`config.mk`:
```
export PLATFORM = sky130hd
export DESIGN_NAME = c2d_csr
export DESIGN_NICKNAME = d
export VERILOG_FILES = /design/src/sv/assert_macros.svh /design/src/sv/c2d_pkg.sv /design/src/sv/c2d_csr.sv
export SDC_FILE = /design/constraint.sdc
export NUM_CORES = 1
export LEC_CHECK = 0
export ABC_AREA = 1
export ABC_CLOCK_PERIOD_IN_PS = 800
export BUFFER_PORTS_ARGS = -buffer_cell sky130_fd_sc_hd__buf_4
export CORE_UTILIZATION = 28
export CTS_CLUSTER_SIZE = 12
export DETAILED_ROUTE_END_ITERATION = 6
export RECOVER_POWER = 100
export REMOVE_ABC_BUFFERS = 1
export SKIP_LAST_GASP = 1
export SYNTH_ARGS = -nofsm -noshare
export SYNTH_HDL_FRONTEND = slang
export SYNTH_SLANG_ARGS = --single-unit
```
`constraint.sdc`:
```
create_clock -name clock -period 0.8 [get_ports clock]
set_input_delay 0 -clock clock [delete_from_list [all_inputs] [get_ports clock]]
set_output_delay 0 -clock clock [all_outputs]
set_load 0.05 [all_outputs]
```
`src/sv/assert_macros.svh`:
```
// ----------------------------------------------------------------------------
// assert_macros
// Assertion macros shared by the RTL.
// ----------------------------------------------------------------------------
`ifndef ASSERT_MACROS_SVH
`define ASSERT_MACROS_SVH
`ifndef ASSERT_OFF
`define ASSERT_IMPLY(label, clk, rst, ante, cons) \
   label: assert property (@(posedge clk) disable iff (rst) (ante) |-> (cons)) \
      else $error("assertion failed");
`define ASSERT_NEXT(label, clk, rst, ante, cons) \
   label: assert property (@(posedge clk) disable iff (rst) (ante) |=> (cons)) \
      else $error("assertion failed");
`else
`define ASSERT_IMPLY(label, clk, rst, ante, cons)
`define ASSERT_NEXT(label, clk, rst, ante, cons)
`endif
`endif

```
`src/sv/c2d_pkg.sv`:
```
// ----------------------------------------------------------------------------
// c2d_pkg
// Shared types and constants of the convolution core.
// ----------------------------------------------------------------------------
package c2d_pkg;
   localparam int MAX_WIDTH_DEF   = 64;
   localparam int MAX_KERNEL_DEF  = 5;
   localparam int MAX_FILTERS_DEF = 8;

   localparam logic [1:0] OP_PIXEL  = 2'd0;
   localparam logic [1:0] OP_WEIGHT = 2'd1;
   localparam logic [1:0] OP_BIAS   = 2'd2;

   localparam logic [1:0] REG_WIDTH   = 2'd0;
   localparam logic [1:0] REG_KERNEL  = 2'd1;
   localparam logic [1:0] REG_FILTERS = 2'd2;

   typedef enum logic [2:0] {
      ST_IDLE,
      ST_BIAS,
      ST_MAC,
      ST_DRAIN,
      ST_EMIT
   } state_type;

   typedef struct packed {
      logic        start;
      logic [5:0]  r0;
      logic [5:0]  c0;
   } job_type;

   typedef struct packed {
      logic [1:0]         op;
      logic               frame_start;
      logic [2:0]         tap_row;
      logic [2:0]         tap_col;
      logic [2:0]         filter_sel;
      logic signed [15:0] sample;
   } req_type;

   typedef struct packed {
      logic [2:0]  out_filter;
      logic [5:0]  out_row;
      logic [5:0]  out_col;
      logic [14:0] activation;
      logic        last;
   } rsp_type;
endpackage

```
`src/sv/c2d_csr.sv`:
```
// ----------------------------------------------------------------------------
// c2d_csr
// APB register file: image width, kernel size, filter count, clamped on write.
// ----------------------------------------------------------------------------
module c2d_csr #(
   parameter int MAX_WIDTH   = c2d_pkg::MAX_WIDTH_DEF,
   parameter int MAX_KERNEL  = c2d_pkg::MAX_KERNEL_DEF,
   parameter int MAX_FILTERS = c2d_pkg::MAX_FILTERS_DEF
) (
   input  logic        clock,
   input  logic        reset,
   input  logic        psel,
   input  logic        penable,
   input  logic        pwrite,
   input  logic [3:0]  paddr,
   input  logic [31:0] pwdata,
   output logic [31:0] prdata,
   output logic        pready,
   output logic [6:0]  image_width,
   output logic [2:0]  kernel_size,
   output logic [3:0]  filter_count
);
   logic [6:0] width_ff, width_in;
   logic [2:0] kern_ff, kern_in;
   logic [3:0] filt_ff, filt_in;
   logic       wr;

   assign pready = 1'b1;
   assign wr = psel && penable && pwrite;

   always_comb begin
      width_in = width_ff;
      kern_in  = kern_ff;
      filt_in  = filt_ff;
      if (wr) begin
         case (paddr[3:2])
            c2d_pkg::REG_WIDTH: begin
               if (pwdata[6:0] == 7'd0) width_in = 7'd1;
               else if (32'(pwdata[6:0]) > 32'(MAX_WIDTH)) width_in = 7'(MAX_WIDTH);
               else width_in = pwdata[6:0];
            end
            c2d_pkg::REG_KERNEL: begin
               if (pwdata[2:0] == 3'd0) kern_in = 3'd1;
               else if (32'(pwdata[2:0]) > 32'(MAX_KERNEL)) kern_in = 3'(MAX_KERNEL);
               else kern_in = pwdata[2:0];
            end
            c2d_pkg::REG_FILTERS: begin
               if (pwdata[3:0] == 4'd0) filt_in = 4'd1;
               else if (32'(pwdata[3:0]) > 32'(MAX_FILTERS)) filt_in = 4'(MAX_FILTERS);
               else filt_in = pwdata[3:0];
            end
            default: begin
            end
         endcase
      end
   end

   always_ff @(posedge clock) begin
      if (reset) begin
         width_ff <= (MAX_WIDTH < 64) ? 7'(MAX_WIDTH) : 7'd64;
         kern_ff  <= (MAX_KERNEL < 3) ? 3'(MAX_KERNEL) : 3'd3;
         filt_ff  <= (MAX_FILTERS < 8) ? 4'(MAX_FILTERS) : 4'd8;
      end else begin
         width_ff <= width_in;
         kern_ff  <= kern_in;
         filt_ff  <= filt_in;
      end
   end

   always_comb begin
      case (paddr[3:2])
         c2d_pkg::REG_WIDTH:   prdata = {25'd0, width_ff};
         c2d_pkg::REG_KERNEL:  prdata = {29'd0, kern_ff};
         c2d_pkg::REG_FILTERS: prdata = {28'd0, filt_ff};
         default:              prdata = 32'd0;
      endcase
   end

   assign image_width  = width_ff;
   assign kernel_size  = kern_ff;
   assign filter_count = filt_ff;
endmodule

```
==> metrics, run 1 <==
status complete, but fails checks; failing checks negative setup slack; final setup vio count 20; clock-pin slew on the worst setup and hold paths 90 ps; HPWL Detailed 1710 um; WHS 10.5 ps; met1 usage 19.2%; Routed wire per std cell 10.3 um; max-slew violations 0; CP Max Fanout 2; die height 59.2 um; Hold WC Path Type in2reg; initial drt markers 22; Die W 59.2 um; Setup Skew 0 ps; Total Neg Setup Slack -2040 ps; Synth async-reset ratio 0%; Post-synth EDFFs 0; via count 995; Cell Area, Placed 1150 um^2; final standard cell area without fillers 1620 um^2; critical path class reg2out; Final Critical Period 963 ps; RSZ-0062 raised after global routing yes; largest net degree at the start of global routing 10; final cycle utilization of the critical path 120%; Initial Util 29.8%; Core Footprint 3080 um^2; wirelength, routed 2500 um; Yosys reg bits 14; Peak VDD IR 0.377 mV; GPL Wtd Cong 0.790; Mapped Cells 136; grt met3 use 3.93%; top post-synthesis cells by area dfxtp_1, buf_4, nand2_1; Crit path required time 800 ps; cell taking the most area after synthesis dfxtp_1; Avg Cell Area, Syn 6.73 um^2; ys flop type dfxtp_1; deepest level of the CTS H-tree 1; layout overhead on the synthesized area 77.2%; fin cells 243; Clk Latency, worst-skew pair 280 ps; global routing's busiest layer met2; Top Family by Delay on Critical Path flip-flops; ant diodes 0; Die ar. 3500 um^2; GRT met2 Usage 21.7%; Synth Cell Area 916 um^2; clk root buf clkbuf_4; vias in the first global route 860; DRT Pass-1 Iters 4; nets 241; global-route wire length before repair 3740 um; fraction of layout cells with a size suffix above 1 47.7%; PD cells 1160 nW/um^2; crit end category output pin; Max Cap Viol 0; synth cell count leaders nand2_1, buf_4, dfxtp_1, inv_1; aggregate global-route resource usage 14.3%; CTS tree done; row count 20; worst path cell trace nand2_1, nand3_2, buf_6; Sink Count 14; maximum clock path buffer count 2; synth unique cells 16; post-route antenna net violation count 0; dominant cell by count in the synthesized netlist nand2_1; initial antenna violation count 0; Place WS -77.3 ps; Fin. Hold Viols 0; Residual DRC 0; register area share after synthesis 30.6%; CP startpoint kind flop; proportion of netlist area held by the largest area contributor 30.6%; fmax 1040 MHz; final setup margin -163 ps; number of port buffers 34; Cells after DPL 215; io pins 88; CP max stage delay 340 ps; Leakage 0.000782 uW; WP data arrival 960 ps; CP Buf/Inv Count 1; vias per cell 4.09; yosys warns 0; CP max stage cell dfxtp_2; grt total ovfl 0; Num CTS Buffers 3
-- layout make-up --
| cell class | count | area, um^2 |
|---|---|---|
| timing repair buffer | 62 | 662 |
| fill | 303 | 1460 |
| inverter | 15 | 56.3 |
| multi-input combinational | 104 | 509 |
| clock buffer | 4 | 36.3 |
| tap | 44 | 55.1 |
| sequential | 14 | 304 |
-- per-layer routing --
layer	wire [um]	share of wire, %	vias to the layer above
met5	0	0	-
met4	29	1.2	0
met3	197	7.9	6
met2	1180	47	40
met1	1100	44	450
li1	-	-	499
-- through the flow --
stage          power (uW)  util, %
5_1_grt              1960     52.7
4_1_cts              1880     49.4
3_3_place_gp         1290     37.3
6_report             1880     52.7
3_5_place_dp         1290     37.3
2_1_floorplan        1150        -
-- worst reg2reg max path: cells and delay by family (launching register included) --
family	cells	cell delay, ps
flops	1	370
buf+inv	2	170
compound gates	1	150
-- what timing repair did --
action                                 4_1_cts  5_1_grt
pin swaps                                    8        1
endpoints found under the hold margin       12        0
resized for setup                           66       18
setup buffers                               10        7
hold buffers                                 7        0
setup endpoints to repair                   21       27
-- path summary, 6_finish.rpt --
kind | from | endpoint | slack, ps | cells past startpoint
setup / recovery | kernel_size[2] | prdata[2] | -160 | 3
hold / removal | pwdata[6] | image_width[3] | 10 | 4
setup reg to reg | image_width[6] | image_width[6] | 40 | 3
hold reg to reg | image_width[4] | image_width[4] | 490 | 2
-- cells in the final DEF, fill, tap and decap left out, drive strengths merged --
cell type and instances:
a21oi 10, buf 53, clkbuf 6, conb 26
dfxtp 14, dlygate4sd3 6, dlymetal6s4s 1, inv 15
nand2 32, nand3 12, nor2 14, nor3 1
o211ai 2, o21ai 6, o21bai 1
-- report_power, final --
part | internal (uW) | total, uW | switching (uW)
Clock | 277 | 523 | 247
Sequential | 697 | 705 | 8.29
Combinational | 173 | 651 | 478
Total | 1150 | 1880 | 733
-- state kept, by name (all words and copies together), names as in the netlist --
signal        count
kernel_size       3
filter_count      4
image_width       7
-- cell families (layout without fill, tap and decap cells) --
| group | count (synthesis) | after routing | share of synthesized area (%) |
|---|---|---|---|
| other | 2 | 26 | 0.820 |
| AOI/OAI and AO/OA | 19 | 19 | 11.2 |
| and+or+nand+nor | 59 | 59 | 29.5 |
| DFF | 14 | 14 | 30.6 |
| buffers and inverters | 42 | 81 | 27.9 |
(Power assumes the default switching activity.)
==> run 2, diff against run 1 <==
--- a/config.mk
+++ b/config.mk
@@ -11,6 +11,7 @@
 export CORE_UTILIZATION = 28
 export CTS_CLUSTER_SIZE = 12
 export DETAILED_ROUTE_END_ITERATION = 6
+export PLACE_DENSITY = 0.72
 export RECOVER_POWER = 100
 export REMOVE_ABC_BUFFERS = 1
 export SKIP_LAST_GASP = 1
==> metrics, run 2 (same netlist as run 1, synthesis figures left out) <==
RSZ-0062 raised after global routing yes; P_int 1040 uW (-9.6%); hold depth 3 (-1); R2R setup slack 30 ps (about the same); Worst Setup EP prdata[3]; CP Max Fanout 2 (unchanged); clk root buf clkbuf_4; Num CTS Buffers 3 (unchanged); WP data arrival 950 ps (about the same); Sequential Power Share 41.0% (+3.5 points); Routed wire per std cell 9.97 um (-3.0%); Residual DRC 0 (unchanged); fraction of layout cells with a size suffix above 1 43.2% (-4.5 points); worst path cell trace inv_2, o21ai_2, buf_6; failing checks negative setup slack; clock-pin slew on the worst setup and hold paths 70 ps (-20 ps); fmax 1050 MHz (+1.6%); Setup Skew 0 ps (unchanged); Worst Setup SP filter_count[3]; Core Footprint 3080 um^2 (unchanged); most common cell after layout, fill and taps aside nand2_1; PD cells 1130 nW/um^2 (-2.7%); Crit path required time 800 ps (about the same); deepest level of the CTS H-tree 1 (unchanged); R2R depth 3 (unchanged); Place WS -78.6 ps (-1.24 ps); status complete, but fails checks; Final Power 1730 uW (-8.1%); nets 235 (-2.5%); sw frac 40.0% (+0.96 points); DRT Pass-1 Iters 4 (unchanged); vias per cell 4.17 (+1.7%); Fin. Hold Viols 0 (unchanged); final setup margin -148 ps (+14.8 ps); via count 983 (-1.2%); Die ar. 3500 um^2 (unchanged); Initial Util 29.8% (unchanged); combinational share of power 36.8% (+2.2 points); HPWL Detailed 1740 um (+1.8%); max-slew violations 0 (unchanged); FF-to-FF End filter_count[2]; CTS tree done; final setup vio count 18 (-10%); vias in the first global route 868 (+0.93%); largest net degree at the start of global routing 10 (unchanged); Clk Latency, worst-skew pair 270 ps (about the same); wirelength, routed 2350 um (-5.8%); Top Family by Delay on Critical Path flip-flops; number of port buffers 34 (unchanged); CP startpoint kind flop; initial antenna violation count 0 (unchanged); initial drt markers 23 (+4.5%); fin util 49.8% (-3.0 points); Final Critical Period 948 ps (-14.8 ps); Total Neg Setup Slack -1560 ps (+476 ps); Hold WC Path Type in2reg; Max Cap Viol 0 (unchanged); aggregate global-route resource usage 14.0% (-0.31 points); CP max stage cell dfxtp_2; Peak VDD IR 0.493 mV (+31%); critical path class reg2out; grt total ovfl 0 (unchanged); ant diodes 0 (unchanged); most frequent cells in the layout nand2_1, conb_1, buf_4; crit end category output pin; global-route wire length before repair 3620 um (-3.3%); io pins 88 (unchanged); CP Buf/Inv Count 2 (+1); Die W 59.2 um (unchanged); die height 59.2 um (unchanged); final cycle utilization of the critical path 119% (-1.8 points); maximum clock path buffer count 2 (unchanged); GPL Wtd Cong 0.843 (+6.7%); layout overhead on the synthesized area 67.2%; Sink Count 14 (unchanged); switching power total 690 uW (-5.9%); r2r startpoint filter_count[2]; row count 20 (unchanged); post-route antenna net violation count 0 (unchanged); WP depth 3 (unchanged); CP max stage delay 340 ps (about the same); max FFs per register 7 (unchanged); clock power share 22.2% (-5.6 points); Leakage 0.000731 uW (-6.5%)
## run 2: power groups by stage
stage               Clock [uW]  Combinational, uW  Sequential, uW
detailed placement           0                559             728
CTS                        398                616             711
finish                     384                634             708
global route               422                670             709
floorplan                    0                389             758
global placement             0                555             728
## run 2: area by class of cell
type                       instances  area [um^2]
clock buffer                       3         22.5
fill                             298         1550
timing repair buffer              56          588
multi-input combinational        104          507
sequential                        14          303
tap                               44         55.1
inverter                          15         56.3
## run 2: through the flow
stage | cells | hold slack (ps) | instance area, um^2
final | 236 | 17.6 | 1530
after detailed placement | 215 | 243 | 1150
after CTS | 231 | 14.9 | 1450
after global routing | 236 | 41.6 | 1530
after global placement | 215 | 247 | 1150
after floorplan | 133 | 69.1 | 807
## run 2: what timing repair did
| action | 4_1_cts | 5_1_grt |
|---|---|---|
| endpoints found under the setup margin | 21 | 29 |
| hold buffers | 7 | 0 |
| pin swaps | 9 | 4 |
| hold endpoints to repair | 12 | 0 |
| resized for setup | 58 | 16 |
| cloned | 0 | 0 |
| setup buffers | 6 | 5 |
## run 2: per-layer routing
metal	global-route usage [%]	up-vias	routed length, um
met2	23.6	37	1200
met3	2.84	2	148
met5	0	-	0
li1	-	491	-
met4	6.80	0	9
met1	16.7	453	999
## run 2: worst min path at each step
stage | startpoint | endpoint | slack [ps]
6_report | pwdata[2] | kernel_size[2] | 20
2_1_floorplan | reset | filter_count[0] | 70
4_1_cts | pwdata[2] | kernel_size[2] | 10
5_1_grt | pwdata[2] | kernel_size[2] | 40
3_3_place_gp | pwdata[1] | kernel_size[1] | 250
3_5_place_dp | pwdata[1] | kernel_size[1] | 240
## run 2: worst reg2reg max path: stages (launching register included)
cell	delay, ps
dfxtp_4	360
buf_4	130
o21ai_0	70
a21oi_1	90
